$ cat config.mk
export PLATFORM = sky130hd
export DESIGN_NAME = gff_ctrl
export DESIGN_NICKNAME = d
export VERILOG_FILES = /design/src/hw/rtl/gff_pkg.sv /design/src/hw/rtl/gff_ctrl.sv
export SDC_FILE = /design/constraint.sdc
export NUM_CORES = 1
export LEC_CHECK = 0
export BUFFER_PORTS_ARGS = -buffer_cell sky130_fd_sc_hd__buf_4
export CORE_UTILIZATION = 39
export DETAILED_ROUTE_END_ITERATION = 12
export PLACE_DENSITY = 0.75
export REMOVE_ABC_BUFFERS = 1
export SKIP_LAST_GASP = 1
export SYNTH_ARGS = -nofsm -noshare
export SYNTH_HDL_FRONTEND = slang
export SYNTH_SLANG_ARGS = --single-unit
export TNS_END_PERCENT = 100
$ cat constraint.sdc
create_clock -name clock -period 1.3 [get_ports clock]
set_clock_uncertainty 0.15 [all_clocks]
set_input_delay 0.065 -clock clock [delete_from_list [all_inputs] [get_ports clock]]
set_output_delay 0.065 -clock clock [all_outputs]
set_load 0.02 [all_outputs]
$ cat src/hw/rtl/gff_pkg.sv
`default_nettype none
// ----------------------------------------------------------------------------
// gff_pkg
// Shared types and constants of the grid flood fill block.
// ----------------------------------------------------------------------------
package gff_pkg;

   localparam int CMD_W   = 2;
   localparam int COORD_W = 5;
   localparam int CELL_W  = 8;
   localparam int COUNT_W = 11;
   localparam int CSR_W   = 6;
   localparam int CSR_IDX_W = 1;

   localparam logic [CELL_W-1:0] FILL_BYTE = 8'h46;

   localparam logic [CSR_W-1:0] GRID_WIDTH_RST  = 6'd32;
   localparam logic [CSR_W-1:0] GRID_HEIGHT_RST = 6'd32;

   typedef enum logic [CMD_W-1:0] {
      CMD_LOAD = 2'd0,
      CMD_FILL = 2'd1,
      CMD_READ = 2'd2
   } cmd_type;

   typedef enum logic [CSR_IDX_W-1:0] {
      CSR_GRID_WIDTH  = 1'b0,
      CSR_GRID_HEIGHT = 1'b1
   } csr_idx_type;

   typedef enum logic [1:0] {
      DIR_UP    = 2'd0,
      DIR_LEFT  = 2'd1,
      DIR_DOWN  = 2'd2,
      DIR_RIGHT = 2'd3
   } dir_type;

   typedef enum logic [3:0] {
      ST_IDLE,
      ST_DECODE,
      ST_READ_WAIT,
      ST_TARGET,
      ST_POP,
      ST_POP_WAIT,
      ST_NBR,
      ST_NBR_CHK,
      ST_DONE
   } state_type;

   // controller -> datapath
   typedef struct packed {
      logic latch_req;
      logic set_oob;
      logic cell_wr;
      logic read_capture;
      logic target_capture;
      logic mark_start;
      logic pop;
      logic cur_capture;
      logic nbr_read;
      logic mark_nbr;
      logic dir_next;
      logic rsp_load;
   } ctl_type;

   // datapath -> controller
   typedef struct packed {
      cmd_type cmd;
      logic    oob;
      logic    start_is_fill;
      logic    match;
      logic    nbr_ok;
      logic    dir_last;
      logic    stack_empty;
   } stat_type;

endpackage
`default_nettype wire

$ cat src/hw/rtl/gff_ctrl.sv
`default_nettype none
// ----------------------------------------------------------------------------
// gff_ctrl
// Sequencer for load, read and stack-driven fill; owns the response valid.
// ----------------------------------------------------------------------------
module gff_ctrl (
   input  wire logic              clock,
   input  wire logic              reset,
   input  wire logic              req_valid,
   output logic                   req_ready,
   output logic                   rsp_valid,
   input  wire logic              rsp_ready,
   input  wire gff_pkg::stat_type stat,
   output gff_pkg::ctl_type       ctl
);
   gff_pkg::state_type state_ff, state_in;
   logic               rsp_valid_ff, rsp_valid_in;

   always_ff @(posedge clock) begin
      if (reset) begin
         state_ff     <= gff_pkg::ST_IDLE;
         rsp_valid_ff <= 1'b0;
      end else begin
         state_ff     <= state_in;
         rsp_valid_ff <= rsp_valid_in;
      end
   end

   always_comb begin
      state_in  = state_ff;
      ctl       = '0;
      req_ready = 1'b0;

      case (state_ff)
         gff_pkg::ST_IDLE: begin
            req_ready = 1'b1;
            if (req_valid) begin
               ctl.latch_req = 1'b1;
               state_in      = gff_pkg::ST_DECODE;
            end
         end
         gff_pkg::ST_DECODE: begin
            state_in = gff_pkg::ST_DONE;
            case (stat.cmd)
               gff_pkg::CMD_LOAD: begin
                  if (stat.oob) begin
                     ctl.set_oob = 1'b1;
                  end else begin
                     ctl.cell_wr = 1'b1;
                  end
               end
               gff_pkg::CMD_READ: begin
                  if (stat.oob) begin
                     ctl.set_oob = 1'b1;
                  end else begin
                     state_in = gff_pkg::ST_READ_WAIT;
                  end
               end
               gff_pkg::CMD_FILL: begin
                  if (stat.oob) begin
                     ctl.set_oob = 1'b1;
                  end else begin
                     state_in = gff_pkg::ST_TARGET;
                  end
               end
               default: begin
                  state_in = gff_pkg::ST_DONE;
               end
            endcase
         end
         gff_pkg::ST_READ_WAIT: begin
            ctl.read_capture = 1'b1;
            state_in         = gff_pkg::ST_DONE;
         end
         gff_pkg::ST_TARGET: begin
            // start already holds the fill byte: nothing to change
            ctl.target_capture = 1'b1;
            if (stat.start_is_fill) begin
               state_in = gff_pkg::ST_DONE;
            end else begin
               ctl.mark_start = 1'b1;
               state_in       = gff_pkg::ST_POP;
            end
         end
         gff_pkg::ST_POP: begin
            if (stat.stack_empty) begin
               state_in = gff_pkg::ST_DONE;
            end else begin
               ctl.pop  = 1'b1;
               state_in = gff_pkg::ST_POP_WAIT;
            end
         end
         gff_pkg::ST_POP_WAIT: begin
            ctl.cur_capture = 1'b1;
            state_in        = gff_pkg::ST_NBR;
         end
         gff_pkg::ST_NBR: begin
            if (stat.nbr_ok) begin
               ctl.nbr_read = 1'b1;
               state_in     = gff_pkg::ST_NBR_CHK;
            end else if (stat.dir_last) begin
               state_in = gff_pkg::ST_POP;
            end else begin
               ctl.dir_next = 1'b1;
            end
         end
         gff_pkg::ST_NBR_CHK: begin
            // mark on push so no cell enters the stack twice
            ctl.mark_nbr = stat.match;
            if (stat.dir_last) begin
               state_in = gff_pkg::ST_POP;
            end else begin
               ctl.dir_next = 1'b1;
               state_in     = gff_pkg::ST_NBR;
            end
         end
         gff_pkg::ST_DONE: begin
            if (!rsp_valid_ff || rsp_ready) begin
               ctl.rsp_load = 1'b1;
               state_in     = gff_pkg::ST_IDLE;
            end
         end
         default: begin
            state_in = gff_pkg::ST_IDLE;
         end
      endcase

      rsp_valid_in = ctl.rsp_load | (rsp_valid_ff & ~rsp_ready);
   end

   assign rsp_valid = rsp_valid_ff;

endmodule
`default_nettype wire

==> summary.txt <==
Status = complete, but fails checks
Failing checks = negative hold slack, negative setup slack
RSZ-0062 raised after global routing = true
Register cell area after layout = 110 sq um
Hold Buf Count CTS = 1
Critical Path End = ctl[10]
Placer Congestion = 0.837
CTS tree = yes
Pin count of the biggest net entering global routing = 9
Number of port buffers = 25
Clk_lat worst skew = 0.24 ns
Clk sinks = 5
# setup viols final = 15
Area growth from synthesis to layout = 106%
First-pass GRT wire length = 2.93 mm
CORE AREA = 1170 sq um
Total congestion overflow = 0
Synth Instances = 66
Slowest stage delay, CP = 0.56 ns
Final core area utilization = 0.905
Top cell type's share of synthesized area = 0.195
Cell taking the most area after synthesis = dfxtp_1
Vias in the first global route = 668
Detailed Route WL = 2.36 mm
Distinct cells, synth = 33
Synth Cell Area = 514 sq um
RR Endpoint = state_ff[3]
VDD IR max = 0.323 mV
Crit start category = register
Die H = 38.3 um
CP startpoint = state_ff[3]
Final Hold Viols = 1
Fill cell count = 47
Initial antenna violation count = 0
Top cells by area, synth = dfxtp_1 (19%), ha_1 (9.7%), nand2b_1 (4.9%)
Critical Path RT = 1.09 ns
Max-cap violations = 0
Share of cells above drive strength 1 = 0.664
Fmax = 0.609 GHz
TNS Setup = -3.12 ns
Post-DP HPWL = 1.08 mm
Gr usage total = 0.289
Clock buffer depth = 2
Synth warnings = 0
Final period util = 1.26
Initial detailed-routing violation count = 25
Leakage = 0.474 nW
Worst slew pin tran = 0.278 ns
Most common cell after layout, fill and taps aside = buf_4
Final instance area = 1060 sq um
# nets final = 127
WP data arrival = 1.43 ns
Yosys reg bits = 5
Vias per cell = 6.07
Root Buffer = clkbuf_4
Max transition margin = 0.813
Row cnt = 12
Sequential area share after synthesis = 0.195
CP Cell Sequence = or4b_4 -> nor3_2 -> buf_4
Commonest cells after routing, fill and taps aside = buf_4 (33), buf_6 (9), inv_1 (5)
Clk slew on worst S/H paths = 0.05 ns
Initial Utilization = 0.439
Area of the multi-input gates = 513 sq um
Mean Syn Cell Area = 7.79 sq um
Minimum hold slack = -0.0108 ns
Worst setup EP type = primary output
Post-route setup slack = -0.343 ns
Drc violations = 0
Drt first pass iters = 4
Worst hold path class = in -> reg
IO Pins = 26
H-Tree Depth = 1
Max-slew violations = 0
Post-route ant nets = 0
CP max stage cell = or4b_4
Die area = 1470 sq um
N_diodes = 0
Fin crit period = 1.64 ns
Total design power = 0.643 mW
Drt wl/cell = 19.0 um
Vias = 753
DP Area = 785 sq um
Reg2reg path depth = 4
CTS Buf Count = 3
Crit path max fanout = 5
WS Path Type = reg -> out
R2r setup slk = -0.20 ns
DIE WIDTH = 38.3 um
Worst R2R Start = state_ff[1]
Pwr dens = 607 nW/um^2
-- how the worst min path moves through the flow --
stage,from,to,cells past startpoint
4_1_cts,rsp_ready,rsp_valid,3
2_1_floorplan,reset,rsp_valid,1
6_report,rsp_ready,rsp_valid,3
5_1_grt,rsp_ready,rsp_valid,3
3_3_place_gp,reset,state_ff[1],2
3_5_place_dp,reset,rsp_valid,2
-- synthesized netlist by cell type --
| library cell | count |
|---|---|
| a211o_1 | 1 |
| a211oi_1 | 1 |
| a211oi_2 | 1 |
| a21boi_0 | 1 |
| a21oi_1 | 3 |
| and2_1 | 1 |
| and2b_1 | 1 |
| and3_1 | 2 |
| and4_1 | 1 |
| buf_1 | 1 |
| buf_2 | 2 |
| buf_6 | 1 |
| dfxtp_1 | 5 |
| ha_1 | 4 |
| inv_1 | 5 |
| nand2_1 | 2 |
| nand2b_1 | 4 |
| nand3b_1 | 1 |
| nand4_1 | 1 |
| nor2_1 | 4 |
| nor2b_1 | 3 |
| nor3_1 | 5 |
| nor4_1 | 2 |
| nor4b_1 | 2 |
| nor4bb_1 | 1 |
| o2111ai_1 | 1 |
| o211ai_1 | 1 |
| o21ai_0 | 4 |
| o221ai_1 | 1 |
| o41ai_1 | 1 |
| or4b_1 | 1 |
| or4b_4 | 1 |
| or4bb_1 | 1 |
-- what timing repair did --
item                                    CTS  global route
resized for setup                        27            17
buffers inserted                          4             2
endpoints found under the setup margin   16            17
pin swaps                                 7             5
hold endpoints to repair                  2             1
-- area by class of cell --
| cell class | instances | area share |
|---|---|---|
| Clock buffer | 4 | 0.0248 |
| Inverter | 5 | 0.0177 |
| Multi-Input combinational cell | 52 | 0.484 |
| Sequential cell | 5 | 0.104 |
| Tap cell | 14 | 0.0165 |
| Timing Repair Buffer | 44 | 0.353 |
-- power by group --
| part | internal (mW) | switching, mW |
|---|---|---|
| Sequential | 0.159 | 0.0110 |
| Clock | 0.116 | 0.0704 |
| Combinational | 0.142 | 0.145 |
-- flip-flops by register name, indices dropped and copies added, names as in the netlist --
signal     cells
state_ff       4
rsp_valid      1
-- worst max-delay path, delay by kind of cell, from the launching register on --
kind / cells / cell delay (ns)
buffers and inverters: 1 / 0.17
flip-flops: 1 / 0.34
AND/OR/NAND/NOR: 2 / 0.68
-- metal layers --
metal / routed length (um) / GRT usage / vias to the layer above
li1: - / - / 332
met5: 0 / 0 / -
met3: 123 / 0.0465 / 12
met1: 911 / 0.322 / 358
met2: 1210 / 0.542 / 51
met4: 108 / 0.0982 / 0
-- metrics by stage --
step           instances  setup WS (ns)  hold slack, ns
6_report             124         -0.343         -0.0108
5_1_grt              124         -0.376       -0.000260
4_1_cts              122         -0.314         -0.0160
3_5_place_dp         113         -0.168           0.127
3_3_place_gp         113         -0.138           0.125
2_1_floorplan         62         -0.432         -0.0159
-- cell families after synthesis --
group | synth area share
AOI/OAI and AO/OA | 0.204
and+or+nand+nor | 0.418
DFF | 0.195
adders and majority gates | 0.0973
buffers and inverters | 0.0852
(Power assumes the default switching activity.)
